[src/g2pd_pkg.sv]
// Shared types and constants for the G2 packet deframer.
// Used by every module of the block; depends on nothing.
package g2pd_pkg;

   localparam int BYTE_W    = 8;
   localparam int LEN_W     = 24;
   localparam int CSR_DATA_W = 32;
   localparam int CSR_ADDR_W = 3;
   localparam int RSP_DATA_W = 32;
   localparam int RSP_USER_W = 5;

   localparam logic [LEN_W-1:0] MAX_PAYLOAD_RESET = 24'h010000;

   localparam logic [BYTE_W-1:0] CTRL_LEN_MASK  = 8'hC0;
   localparam logic [BYTE_W-1:0] CTRL_NAME_MASK = 8'h38;
   localparam logic [BYTE_W-1:0] CTRL_FLAG_MASK = 8'h07;
   localparam int CTRL_LEN_LSB  = 6;
   localparam int CTRL_NAME_LSB = 3;
   localparam int FLAG_BIG_ENDIAN_BIT = 1;

   localparam logic [0:0] REG_MAX_PAYLOAD = 1'b0;

   typedef enum logic [2:0] {
      PH_IDLE    = 3'd0,
      PH_LEN     = 3'd1,
      PH_NAME    = 3'd2,
      PH_PAYLOAD = 3'd3,
      PH_ERROR   = 3'd4
   } phase_type;

   typedef enum logic [2:0] {
      ROLE_PAD     = 3'd0,
      ROLE_CTRL    = 3'd1,
      ROLE_LEN     = 3'd2,
      ROLE_NAME    = 3'd3,
      ROLE_PAYLOAD = 3'd4,
      ROLE_DISCARD = 3'd5
   } role_type;

   typedef struct packed {
      phase_type        phase;
      logic [1:0]       len_left;
      logic [1:0]       len_index;
      logic [3:0]       name_left;
      logic [LEN_W-1:0] len_acc;
      logic [LEN_W-1:0] payload_left;
      logic             big_endian;
      logic             error;
   } state_type;

   typedef struct packed {
      logic [BYTE_W-1:0] byte_value;
      role_type          byte_role;
      logic              packet_end;
      logic [LEN_W-1:0]  payload_length;
      logic              big_endian;
      logic              frame_error;
   } result_type;

   typedef struct packed {
      phase_type phase;
      logic      error;
   } status_type;

endpackage

[src/g2pd_csr.sv]
// APB-style register port holding the maximum payload length.
// Depends on g2pd_pkg.
module g2pd_csr (
   input  logic                           clock,
   input  logic                           reset,
   input  logic                           csr_psel,
   input  logic                           csr_penable,
   input  logic                           csr_pwrite,
   input  logic [g2pd_pkg::CSR_ADDR_W-1:0] csr_paddr,
   input  logic [g2pd_pkg::CSR_DATA_W-1:0] csr_pwdata,
   output logic [g2pd_pkg::CSR_DATA_W-1:0] csr_prdata,
   output logic                           csr_pready,
   output logic [g2pd_pkg::LEN_W-1:0]     max_len
);
   import g2pd_pkg::*;

   logic [LEN_W-1:0] max_len_ff;
   logic [LEN_W-1:0] max_len_in;
   logic             sel_max;

   assign csr_pready = 1'b1;
   assign sel_max    = (csr_paddr[CSR_ADDR_W-1:CSR_ADDR_W-1] == REG_MAX_PAYLOAD);

   always_comb begin
      max_len_in = max_len_ff;
      if (csr_psel && csr_penable && csr_pwrite && csr_pready && sel_max) begin
         max_len_in = csr_pwdata[LEN_W-1:0];
      end
   end

   always_ff @(posedge clock) begin
      if (reset) begin
         max_len_ff <= MAX_PAYLOAD_RESET;
      end else begin
         max_len_ff <= max_len_in;
      end
   end

   assign csr_prdata = sel_max ? {{(CSR_DATA_W-LEN_W){1'b0}}, max_len_ff} : '0;
   assign max_len    = max_len_ff;

endmodule

[src/g2pd_framer.sv]
// Framing state and per-byte next-state logic of the deframer.
// Depends on g2pd_pkg.
module g2pd_framer (
   input  logic                       clock,
   input  logic                       reset,
   input  logic                       advance,
   input  logic [g2pd_pkg::BYTE_W-1:0] data_byte,
   input  logic [g2pd_pkg::LEN_W-1:0]  max_len,
   output g2pd_pkg::result_type       result,
   output g2pd_pkg::status_type       status
);
   import g2pd_pkg::*;

   state_type        st_ff;
   state_type        st_in;
   state_type        nxt;
   role_type         role;
   logic             pkt_end;
   logic [1:0]       len_left_dec;
   logic [3:0]       name_left_dec;
   logic [LEN_W-1:0] payload_dec;
   logic [1:0]       ctrl_len_size;
   logic [3:0]       ctrl_name_size;

   assign len_left_dec   = st_ff.len_left - 2'd1;
   assign name_left_dec  = st_ff.name_left - 4'd1;
   assign payload_dec    = st_ff.payload_left - 24'd1;
   assign ctrl_len_size  = 2'((data_byte & CTRL_LEN_MASK) >> CTRL_LEN_LSB);
   assign ctrl_name_size = 4'((data_byte & CTRL_NAME_MASK) >> CTRL_NAME_LSB) + 4'd1;

   always_comb begin
      nxt     = st_ff;
      role    = ROLE_PAD;
      pkt_end = 1'b0;
      case (st_ff.phase)
         PH_LEN: begin
            role = ROLE_LEN;
            if (st_ff.big_endian) begin
               nxt.len_acc = {st_ff.len_acc[LEN_W-BYTE_W-1:0], data_byte};
            end else begin
               case (st_ff.len_index)
                  2'd0:    nxt.len_acc = st_ff.len_acc | {16'd0, data_byte};
                  2'd1:    nxt.len_acc = st_ff.len_acc | {8'd0, data_byte, 8'd0};
                  2'd2:    nxt.len_acc = st_ff.len_acc | {data_byte, 16'd0};
                  default: nxt.len_acc = st_ff.len_acc;
               endcase
            end
            nxt.len_index = st_ff.len_index + 2'd1;
            nxt.len_left  = len_left_dec;
            if (len_left_dec == 2'd0) begin
               nxt.phase = PH_NAME;
            end
         end
         PH_NAME: begin
            role          = ROLE_NAME;
            nxt.name_left = name_left_dec;
            if (name_left_dec == 4'd0) begin
               if (st_ff.len_acc >= max_len) begin
                  nxt.error = 1'b1;
                  nxt.phase = PH_ERROR;
               end else if (st_ff.len_acc == '0) begin
                  pkt_end   = 1'b1;
                  nxt.phase = PH_IDLE;
               end else begin
                  nxt.payload_left = st_ff.len_acc;
                  nxt.phase        = PH_PAYLOAD;
               end
            end
         end
         PH_PAYLOAD: begin
            role             = ROLE_PAYLOAD;
            nxt.payload_left = payload_dec;
            if (payload_dec == '0) begin
               pkt_end   = 1'b1;
               nxt.phase = PH_IDLE;
            end
         end
         PH_ERROR: begin
            role = ROLE_DISCARD;
         end
         default: begin
            nxt.phase = PH_IDLE;
            if (data_byte != '0) begin
               role           = ROLE_CTRL;
               nxt.name_left  = ctrl_name_size;
               nxt.big_endian = data_byte[FLAG_BIG_ENDIAN_BIT];
               nxt.len_acc    = '0;
               nxt.len_index  = 2'd0;
               nxt.len_left   = ctrl_len_size;
               nxt.phase      = (ctrl_len_size != 2'd0) ? PH_LEN : PH_NAME;
            end
         end
      endcase
   end

   assign st_in = advance ? nxt : st_ff;

   always_ff @(posedge clock) begin
      if (reset) begin
         st_ff <= '0;
      end else begin
         st_ff <= st_in;
      end
   end

   assign result.byte_value     = data_byte;
   assign result.byte_role      = role;
   assign result.packet_end     = pkt_end;
   assign result.payload_length = nxt.len_acc;
   assign result.big_endian     = nxt.big_endian;
   assign result.frame_error    = nxt.error;

   assign status.phase = st_ff.phase;
   assign status.error = st_ff.error;

endmodule

[src/g2pd_out_reg.sv]
// Result register of the deframer with its valid/ready hold logic.
// Depends on g2pd_pkg.
module g2pd_out_reg (
   input  logic                 clock,
   input  logic                 reset,
   input  logic                 load,
   input  g2pd_pkg::result_type result_in,
   input  logic                 out_ready,
   output logic                 out_valid,
   output g2pd_pkg::result_type result_out
);
   import g2pd_pkg::*;

   logic       valid_ff;
   logic       valid_in;
   result_type data_ff;

   assign valid_in = load || (valid_ff && !out_ready);

   always_ff @(posedge clock) begin
      if (reset) begin
         valid_ff <= 1'b0;
      end else begin
         valid_ff <= valid_in;
      end
   end

   always_ff @(posedge clock) begin
      if (load) begin
         data_ff <= result_in;
      end
   end

   assign out_valid  = valid_ff;
   assign result_out = data_ff;

endmodule

[src/g2pd_top.sv]
// Top level of the G2 packet deframer: input byte register, framer, result register.
// Depends on g2pd_pkg, g2pd_csr, g2pd_framer and g2pd_out_reg.
//
// Usage:
//   req_* carries one received stream byte per beat. rsp_* returns one tagged
//   beat per input byte: the byte, its role in the packet, packet end on
//   rsp_tlast, the payload length so far, the length byte order and the
//   sticky frame error. csr_* sets the maximum payload length (address 0).
//   An input beat passes through the input register and then the result
//   register to become its result beat. One byte is taken per cycle while
//   the receiver does not stall, set by the single framing state update
//   per byte. Reset clears the framing state and the error flag and loads
//   the limit with 65536. When the receiver stalls, the result register holds
//   its beat and the input register holds the next byte; req_tready drops
//   only when both are full and rsp_tready is low.
module g2_packet_deframer_unit (
   input  logic                             clock,
   input  logic                             reset,
   // req_tdata: data_byte[7:0]
   input  logic                             req_tvalid,
   output logic                             req_tready,
   input  logic [g2pd_pkg::BYTE_W-1:0]      req_tdata,
   // rsp_tdata: byte_value[7:0], payload_length[31:8]
   output logic                             rsp_tvalid,
   input  logic                             rsp_tready,
   output logic [g2pd_pkg::RSP_DATA_W-1:0]  rsp_tdata,
   output logic                             rsp_tlast,
   // rsp_tuser: byte_role[2:0], big_endian[3], frame_error[4]
   output logic [g2pd_pkg::RSP_USER_W-1:0]  rsp_tuser,
   input  logic                             csr_psel,
   input  logic                             csr_penable,
   input  logic                             csr_pwrite,
   input  logic [g2pd_pkg::CSR_ADDR_W-1:0]  csr_paddr,
   input  logic [g2pd_pkg::CSR_DATA_W-1:0]  csr_pwdata,
   output logic [g2pd_pkg::CSR_DATA_W-1:0]  csr_prdata,
   output logic                             csr_pready
);
   import g2pd_pkg::*;

   logic              in_valid_ff;
   logic              in_valid_in;
   logic [BYTE_W-1:0] in_byte_ff;
   logic              req_accept;
   logic              advance;
   logic [LEN_W-1:0]  max_len;
   result_type        step_result;
   result_type        rsp_result;
   status_type        status;

   assign advance     = in_valid_ff && (!rsp_tvalid || rsp_tready);
   assign req_tready  = !in_valid_ff || advance;
   assign req_accept  = req_tvalid && req_tready;
   assign in_valid_in = req_accept || (in_valid_ff && !advance);

   always_ff @(posedge clock) begin
      if (reset) begin
         in_valid_ff <= 1'b0;
      end else begin
         in_valid_ff <= in_valid_in;
      end
   end

   always_ff @(posedge clock) begin
      if (req_accept) begin
         in_byte_ff <= req_tdata;
      end
   end

   g2pd_csr u_csr (
      .clock       (clock),
      .reset       (reset),
      .csr_psel    (csr_psel),
      .csr_penable (csr_penable),
      .csr_pwrite  (csr_pwrite),
      .csr_paddr   (csr_paddr),
      .csr_pwdata  (csr_pwdata),
      .csr_prdata  (csr_prdata),
      .csr_pready  (csr_pready),
      .max_len     (max_len)
   );

   g2pd_framer u_framer (
      .clock     (clock),
      .reset     (reset),
      .advance   (advance),
      .data_byte (in_byte_ff),
      .max_len   (max_len),
      .result    (step_result),
      .status    (status)
   );

   g2pd_out_reg u_out (
      .clock      (clock),
      .reset      (reset),
      .load       (advance),
      .result_in  (step_result),
      .out_ready  (rsp_tready),
      .out_valid  (rsp_tvalid),
      .result_out (rsp_result)
   );

   assign rsp_tdata = {rsp_result.payload_length, rsp_result.byte_value};
   assign rsp_tlast = rsp_result.packet_end;
   assign rsp_tuser = {rsp_result.frame_error, rsp_result.big_endian, rsp_result.byte_role};

   a_error_sticky: assert property (@(posedge clock) disable iff (reset)
      !$fell(status.error))
      else $error("frame error flag cleared without reset");

   a_error_phase: assert property (@(posedge clock) disable iff (reset)
      status.error == (status.phase == PH_ERROR))
      else $error("error flag and error phase disagree");

   a_no_overwrite: assert property (@(posedge clock) disable iff (reset)
      !(advance && rsp_tvalid && !rsp_tready))
      else $error("stalled result beat overwritten");

   a_discard_flagged: assert property (@(posedge clock) disable iff (reset)
      (rsp_tvalid && rsp_result.byte_role == ROLE_DISCARD) |-> rsp_result.frame_error)
      else $error("discarded beat without frame error");

endmodule
[config.mk]
export PLATFORM = sky130hd
export DESIGN_NAME = g2_packet_deframer_unit
export DESIGN_NICKNAME = d
export VERILOG_FILES = /design/src/g2pd_pkg.sv /design/src/g2pd_csr.sv /design/src/g2pd_framer.sv /design/src/g2pd_out_reg.sv /design/src/g2pd_top.sv
export SDC_FILE = /design/constraint.sdc
export NUM_CORES = 1
export LEC_CHECK = 0
export ABC_AREA = 1
export BUFFER_PORTS_ARGS = -buffer_cell sky130_fd_sc_hd__buf_2
export CAP_MARGIN = 10
export CORE_ASPECT_RATIO = 0.7
export CORE_MARGIN = 8
export CORE_UTILIZATION = 57
export CTS_CLUSTER_SIZE = 16
export DETAILED_ROUTE_END_ITERATION = 10
export PLACE_DENSITY = 0.8
export SYNTH_ARGS = -nofsm -noshare
export SYNTH_HDL_FRONTEND = slang
export SYNTH_SLANG_ARGS = --single-unit
[constraint.sdc]
create_clock -name clock -period 2.7 [get_ports clock]
set_input_delay 0.135 -clock clock [delete_from_list [all_inputs] [get_ports clock]]
set_output_delay 0.135 -clock clock [all_outputs]
set_load 0.02 [all_outputs]
==> summary.md <==
| Metric | Value |
|---|---|
| Worst-margin pin slew | `1020 ps` |
| Tmin final | `about 2400 ps` |
| CTS sink count | `133` |
| CP Buf/Inv Count | `2` |
| Critical Path Max Stage Delay | `310 ps` |
| Total track usage | `0.242` |
| Worst Setup End Kind | `flop` |
| Worst-path fanout max | `24` |
| P&R area growth vs syn | `18.2%` |
| Mux contribution to synthesized area | `0` |
| Initial DRC Count | `828` |
| DR WL/cell | `16.3 um` |
| Total CTS buffers | `17` |
| Arr. time, crit path | `2780 ps` |
| TritonCTS clock tree | `built` |
| Max-Cap Viols | `0` |
| Asr flop ratio synth | `0` |
| Slew HR | `0.318` |
| GRT overflow | `0` |
| Total chip power | `5.33 mW` |
| Max Buffers Root-to-Sink | `2` |
| NetSw | `1.61 mW` |
| Switching Fraction | `0.302` |
| Antenna-violating nets left | `0` |
| Clock network fraction of total power | `0.398` |
| Fin Clk Skew | `approximately 5.6 ps` |
| Register bit total from synthesis | `133` |
| Number of hold violations in the final report | `1` |
| Via density | `5.57` |
| Buffers added on ports | `103` |
| EDFF count, synth | `46` |
| Final worst slack | `around 260 ps` |
| XOR/XNOR share of the synthesized area | `0.00580` |
| # nets final | `1204` |
| Mapped Cells | `1001` |
| Tightest Hold Check Type | `primary input to flop` |
| Unrepaired setup endpoints after global routing | `no` |
| Dpl ws | `345 ps` |
| Core Util, Final | `0.684` |
| Setup bufs post-CTS | `0` |
| Largest net degree at the start of global routing | `57` |
| Largest family of logic cells by synthesized area | `simple AND/OR/NAND/NOR gates` |
| Top-area cell type share of the netlist area | `0.231` |
| Max Clk Rate | `between 400 and 500 MHz` |
| Post-Synth Adder-Cell Area | `0.0563` |
| First-pass GRT wire length | `33700 um` |
| WHS | `-0.553 ps` |
| Reg power frac | `0.421` |
| Top cell by count, worst path | `nand2_1` |
| Register area share after synthesis | `0.414` |
| Slowest CP cell | `dfxtp_1` |
| Clock Tree Root | `clkbuf_16` |
| Setup CP Type | `flop to flop` |
| Mapped Area | `0.00755 mm^2` |
| DIE AREA | `0.0172 mm^2` |
| Crit start category | `flop` |
| Lkg Pwr | `about 4.0 nW` |
| Max Transition Viols Final | `0` |
| Total vias in the final route | `7240` |
| CTS HTree Levels | `4` |
| Share of cells above drive strength 1 | `0.171` |
| Sum Neg Setup Slack | `0 ps` |
| Number of remaining DRC errors | `0` |
| Maximum VDD drop | `slightly above 0.0005 V` |
| Core area | `0.0131 mm^2` |
| Synth Warn # | `0` |
| Commonest cells post-synth | `nand2_1, inv_1, a21oi_1` |
| Chip Height | `112 um` |
| Status | `finished with violations` |
| Syn_area_per_cell | `around 7.5 um^2` |
| FP Rows | `35` |
| Distinct cells, synth | `49` |
| Top delay family on crit path | `simple AND/OR/NAND/NOR gates` |
| Power Density | `597 mW/mm^2` |
| Final setup viols | `0` |
| Worst skew pair latency | `about 430 ps` |
| Post-DP HPWL | `15000 um` |
| Antenna violations before repair | `0` |
| Synth top area cells | `dfxtp_1, edfxtp_1, nand2_1, inv_1, a21oi_1` |
| Period utilization | `0.902` |
| Gate power share | `0.181` |
| Failing checks | `hold timing` |
| Vias in the first global route | `6484` |
| Top-count cell post-synth | `nand2_1` |
| CP required | `3050 ps` |
| Compound-Gate Fraction of Synth Area | `0.199` |
| Clk slew on worst S/H paths | `60 ps` |
| Synth area leader | `dfxtp_1` |
| Ant diodes | `0` |
| Starting density of the core | `0.579` |
| Main synth FF type | `dfxtp_1` |
| Drt pass-1 iters | `6` |
| Simple-Gate Fraction of Synth Area | `0.212` |
| WL final | `21200 um` |
| Io pins | `around 120` |
| Gpl congestion | `a little under 1` |
| P_int | `3.72 mW` |
| Die W | `154 um` |
| Cell breakdown of the critical path | `inv_1, ha_1, nand2_1, nor2_1, nand4_1, nor4_1, buf_4, nand2_1, nand3_1, nand2_2, nand2_4, nand2_1, a21oi_1` |
[per-layer routing]
layer	vias up	wire, um	GRT usage
met5	-	0	0
met4	0	336	0.0761
met3	39	2410	0.0626
met2	379	9110	0.360
met1	3240	9370	0.337
li1	3582	-	-
[flip-flops by register name, indices dropped and copies added, names as in the netlist]
signal            count
in_byte_ff            8
in_valid_ff           1
u_csr.max_len        24
u_framer.st_ff       57
u_framer.status       4
u_out.out_valid       1
u_out.result_out     38
[kinds of logic (layout without fill, tap and decap cells)]
logic type / after synthesis / count (layout)
buf+inv: 200 / 325
other cells: 2 / 9
compound gates: 272 / 272
fa+ha+maj: 34 / 34
simple gates: 355 / 355
xor+xnor: 5 / 5
flops: 133 / 133
[placed cells by master (no fill, tap or decap), types with 18 or more instances in the layout]
master / instances
nand2_1: 163
inv_1: 138
buf_2: 103
a21oi_1: 100
o21ai_0: 95
dfxtp_1: 87
nor2_1: 82
nand3_1: 53
edfxtp_1: 46
ha_1: 34
o21ai_1: 26
dlygate4sd3_1: 22
buf_4: 21
nand4_1: 18
o22ai_1: 18
[power by group through the flow]
| stage | sequential, mW | clock [mW] | combinational [mW] |
|---|---|---|---|
| after global routing | 2.25 | 2.22 | 1.06 |
| after CTS | 2.24 | 2.13 | 0.941 |
| after floorplan | 2.31 | 0 | 0.622 |
| after global placement | 2.28 | 0 | 0.885 |
| after detailed placement | 2.28 | 0 | 0.906 |
| final | 2.24 | 2.12 | 0.964 |
[through the flow]
step	instances	cell area, um^2
floorplan	1008	7580
global route	1299	8920
detailed placement	1245	8170
finish	1299	8920
CTS	1298	8910
global placement	1245	8170
[final timing paths]
kind / start / depth (start not counted) / slack, ps / to
setup / recovery: u_csr.max_len[15]$_SDFFE_PP0P_ / 13 / 260 / u_framer.st_ff[19]$_SDFFE_PP0P_
hold reg to reg: in_byte_ff[0]$_DFFE_PP_ / 0 / 460 / u_out.result_out[30]$_DFFE_PP_
setup reg to reg: u_csr.max_len[15]$_SDFFE_PP0P_ / 13 / 260 / u_framer.st_ff[19]$_SDFFE_PP0P_
hold / removal: csr_pwdata[23] / 3 / -0.6 / u_csr.max_len[23]$_SDFFE_PP0P_
[timing repair]
action,CTS,global route
hold buffers,21,1
resized for setup,0,0
hold endpoints to repair,21,1
endpoints found under the setup margin,0,0
[layout make-up]
type	count	area [um^2]
clock buffers	20	457
repair buffers	146	893
fillers	1082	4130
inverters	147	557
multi-input cells	675	3610
flip-flops and latches	133	3120
clock inverters	12	80.1
well taps	166	208
[worst min-delay path, cell delays in order]
cell	delay, ps
buf_2	70
o21ai_0	80
a21oi_1	100
No activity file was read; power rests on OpenSTA's default activity.
